### config.mk
export PLATFORM = sky130hd
export DESIGN_NAME = mfps_ram
export DESIGN_NICKNAME = d
export VERILOG_FILES = /design/src/rtl/mfps_ram.sv
export SDC_FILE = /design/constraint.sdc
export NUM_CORES = 2
export LEC_CHECK = 0
export CORE_MARGIN = 1.5
export CORE_UTILIZATION = 40
export CTS_CLUSTER_SIZE = 16
export DETAILED_ROUTE_END_ITERATION = 10
export DONT_BUFFER_PORTS = 1
export PLACE_DENSITY = 0.62
export SYNTH_ARGS = -nofsm -noshare
export SYNTH_HDL_FRONTEND = slang
export SYNTH_SLANG_ARGS = --single-unit
### constraint.sdc
create_clock -name clk_i -period 2.9 [get_ports clk_i]
set_input_delay 0.29 -clock clk_i [delete_from_list [all_inputs] [get_ports clk_i]]
set_output_delay 0.29 -clock clk_i [all_outputs]
set_load 0.03 [all_outputs]
### src/rtl/mfps_ram.sv
// Generic single-clock RAM with one write port and one registered read port.
// No dependencies.
module mfps_ram #(
  parameter int unsigned WIDTH = 8,
  parameter int unsigned DEPTH = 256,
  localparam int unsigned AW = (DEPTH > 1) ? $clog2(DEPTH) : 1
) (
  input  logic             clk_i,
  input  logic             we_i,
  input  logic [AW-1:0]    waddr_i,
  input  logic [WIDTH-1:0] wdata_i,
  input  logic             re_i,
  input  logic [AW-1:0]    raddr_i,
  output logic [WIDTH-1:0] rdata_o
);

  logic [WIDTH-1:0] mem_q [DEPTH];
  logic [WIDTH-1:0] rdata_q;

  always_ff @(posedge clk_i) begin
    if (we_i) begin
      mem_q[waddr_i] <= wdata_i;
    end
  end

  // Read data holds while no read is issued.
  always_ff @(posedge clk_i) begin
    if (re_i) begin
      rdata_q <= mem_q[raddr_i];
    end
  end

  assign rdata_o = rdata_q;

endmodule
-- After elaboration in Yosys (flattened, before gate mapping)
Memories as Yosys holds them, arrays and structs flattened. A register that Yosys moved wholly into a read port is not among the register bits.
Index checks and enable logic that the tools add are counted.
- flip-flop bits (word level): 0
- memory bits (writable): 2048
- input port bits: 27
- output and inout port bits: 8
- word-level logic and storage cells: 3
- memories kept: 1
- memories (memory ; words ; bits a word ; read ports ; clocked after Yosys merged registers in ; wr ports ; RTL line ; text):
    mem_q ; 256 ; 8 ; 1 ; 1 ; 1 ; 17 ; logic [WIDTH-1:0] mem_q [DEPTH];
- multiplexer cells: 2
- operators with widths (operator ; number):
    1-bit 2-to-1 mux ; 2

-- Longest topological paths before layout
- word-level depth: 2
- mapped depth: 11
- depth with buffers taken out: 6

-- Least setup slack after synthesis
No wires, ideal clock.
- path type: input -> register
- start point: input raddr_i[0]
- end point: register rdata_q[2] (netlist: rdata_o[2]) (read register of mem_q), data pin
- library setup time: 0.269 ns
- arrival time: 2.097 ns
- data required time: 2.631 ns
- path slack: 0.534 ns
- stages: 9
- buffers on the path: 4
- cell sequence: buf_6 -> buf_12 -> buf_8 -> buf_2 -> mux4_2 -> a22oi_1 -> a21oi_1 -> nor4_1 -> nor4_2
- RTL lines (what ; RTL line ; text):
    start, declared ; 13 ; input logic [AW-1:0] raddr_i,
    end, declared ; 18 ; logic [WIDTH-1:0] rdata_q;

==> out/qor.txt <==
Crit path required time - 3.48 ns
critical-path cell list - mux4_2 > a22o_1 > nor3_1 > buf_4 > a21oi_1 > buf_4 > a22oi_1 > buf_4 > nor4_2
pin count of the biggest net entering global routing - 579
top cell type's share of synthesized area - 77.53%
routed wire length - 192100 um
cell area after placement - 84630 um^2
syn nets - 3760
PwrDens - 669.2 nW/um^2
Area growth syn-to-layout - 14.93%
vias - 39050
Critical Path Start - raddr_i[0]
largest cells by area after synthesis - edfxtp_1, mux4_2, mux2i_1
Initial Util - 40.30%
final setup violation count - 8
area of the multi-input gates - 16490 um^2
peak supply drop - 0.0007057 V
RSZ-0062 raised after global routing - false
FMAX - 277.5 MHz
Port-buffer cells - 0
Final Critical Period - 3.604 ns
max-slew violation count - 346
Worst slew margin - -75.27%
clk buf depth - 3
final worst path period share - 124.3%
Worst path max stage delay - 1.35 ns
cells after synthesis - 3733
CP arrival - 4.18 ns
Core Box Area - 197600 um^2
total power - 61.25 mW
Worst R2R Setup Slack - 0.16 ns
Total GRT Usage - 18.84%
Setup Buffers After CTS - 0
Root Driver - clkbuf_16
worst hold-check path type - in -> reg
Die Ht - 449.2 um
GRT Residual Overflow - 0
Avg WL per Cell - 27.69 um
Sequential cell area - 61740 um^2
Finished Core Util - 46.31%
post-DP HPWL - 108200 um
slowest CP cell - mux4_2
drt drc - 0
post-synthesis sequential area ratio - 77.53%
first-pass GRT wire length - 278900 um
top_reg_cell synth - edfxtp_1
nets - 4145
vias in the first global route - 39530
CP top delay family - multiplexers
global placement routability congestion - 0.8038
Max-Cap Viols - 0
area leader, netlist - edfxtp_1
Post-CTS Hold Fix Bufs - 11
fin worst setup slack - -0.7039 ns
cell count along the critical path - 9
failing checks - negative hold slack, max-slew violations, negative setup slack
r2r startpoint - mem_q[26][5]
layout cells sized above 1 - 27.16%
CP most frequent cell - buf_4
worst-margin pin slew - 2.629 ns
Yosys reg bits - 2056
number of synthesized flops with an enable pin - 2056
number of H-tree levels - 4
CTS tree - done
Worst-path clk slew - 0.06 ns
die width - 449.2 um
clock skew - 0.04911 ns
CP endpoint kind - flop
status - complete, but fails checks
CTS Sinks - 2056
TritonCTS Buffers - 206
worst skew pair latency - 0.85 ns
ys async rst share - 0%
Buf+Inv Stages, Crit Path - 3
fill cell count - 16290
I/O Pins - 35
synth warn - 0
antenna violations before repair - 5
hold path cells - 0
worst r2r path cells - 8
initial DRC count - 4681
die area - 201800 um^2
CP Class - in -> reg
CP Max Fanout - 578
LEAKAGE - 28.72 nW
vias per cell - 5.630
post-CTS sizing - 0
worst setup path endpoint - rdata_o[6]
Cell variety after synth - 54
FF-to-FF End - rdata_o[5]
syn_area_per_cell - 21.33 um^2
Hold Worst Slack - -0.4138 ns
Final ANT Viol Nets - 0
row count - 163
Mapped Area - 79640 um^2
Fin. Hold Viols - 1070
drt pass-1 iters - 6
final instance area - 91530 um^2
startpoint types - input pin
-- state kept, by name, indices dropped and copies added (netlist names) --
signal   count
rdata_o      8
mem_q     2048
-- area by class of cell --
| type | instances | share of cell area [%] |
|---|---|---|
| clock buffers | 253 | 5.895 |
| multi-input cells | 1442 | 18.01 |
| diodes | 3 | 0.008202 |
| repair buffers | 410 | 3.560 |
| inverters | 2 | 0.008202 |
| flip-flops and latches | 2056 | 67.46 |
| clock inverters | 130 | 1.452 |
| well taps | 2640 | 3.609 |
-- layer usage --
metal | vias to the layer above | GRT usage, % | part of all wire, %
met3 | 274 | 2.947 | 6.4
met5 | - | 0 | 0
met4 | 0 | 5.551 | 2.6
li1 | 16490 | - | -
met1 | 20870 | 26.58 | 42
met2 | 1427 | 30.34 | 49
-- worst min-delay path by stage --
stage / startpoint / to / slack (ns)
floorplan: wdata_i[0] / mem_q[0][0] / 0.39
global placement: re_i / rdata_o[6] / 0.41
detailed placement: re_i / rdata_o[6] / 0.41
CTS: wdata_i[1] / mem_q[152][1] / -0.48
global route: wdata_i[4] / mem_q[202][4] / -0.47
finish: wdata_i[4] / mem_q[202][4] / -0.41
-- cells in the final DEF (no fill, tap or decap), drive strengths merged, types with 12 or more instances in the layout --
master  count
nor2b      31
mux4      456
a221oi     14
nor2      282
o22ai      28
nand3      34
o221ai     47
a22oi     133
mux2i     134
nand2      33
bufinv     20
o21ai      12
nor4       27
a211oi     16
clkbuf    253
edfxtp   2056
buf       399
a21oi      96
clkinv     97
nor3       22
-- per-stage QoR --
stage               instances  TNS (ns)  setup WS (ns)
detailed placement       6537    -1.589        -0.4389
floorplan                3733         0         0.5339
CTS                      6931         0         0.1546
global placement         6537   -0.5290        -0.1442
finish                   6936    -5.084        -0.7039
global route             6933         0         0.1140
-- report_power, final --
group	total, mW	leakage [nW]	internal (mW)	switching, mW
sequential	32.9	18.5	32.8	0.0774
combinational	2.02	6.96	1.06	0.967
clock	26.4	3.27	15.1	11.3
total	61.2	28.7	48.9	12.4
-- worst reg2reg max path, delay by kind of cell (launching register included) --
kind / cells / cell delay [ns]
and+or+nand+nor: 1 / 0.06
muxes: 1 / 0.49
buffers and inverters: 2 / 0.41
AOI/OAI and AO/OA: 4 / 1.16
DFF: 1 / 0.35
-- kinds of logic (layout without fill, tap and decap cells) --
family	Yosys count	in the layout	synth area share, %
flip-flops	2056	2056	77.53
multiplexers	591	591	14.60
AND/OR/NAND/NOR	466	466	2.625
AO/OA/AOI/OAI	385	385	3.416
buffers and inverters	235	795	1.829
other	0	3	0
-- cells in the mapped netlist, types with 31 or more instances --
library cell / n
edfxtp_1: 2056
mux4_2: 454
nor2_1: 282
mux2i_1: 134
a22oi_1: 133
clkbuf_1: 111
a21oi_1: 96
o221ai_1: 46
nand3_1: 34
nand2_1: 33
buf_2: 31
nor2b_1: 31
No activity file was read; power rests on OpenSTA's default activity.
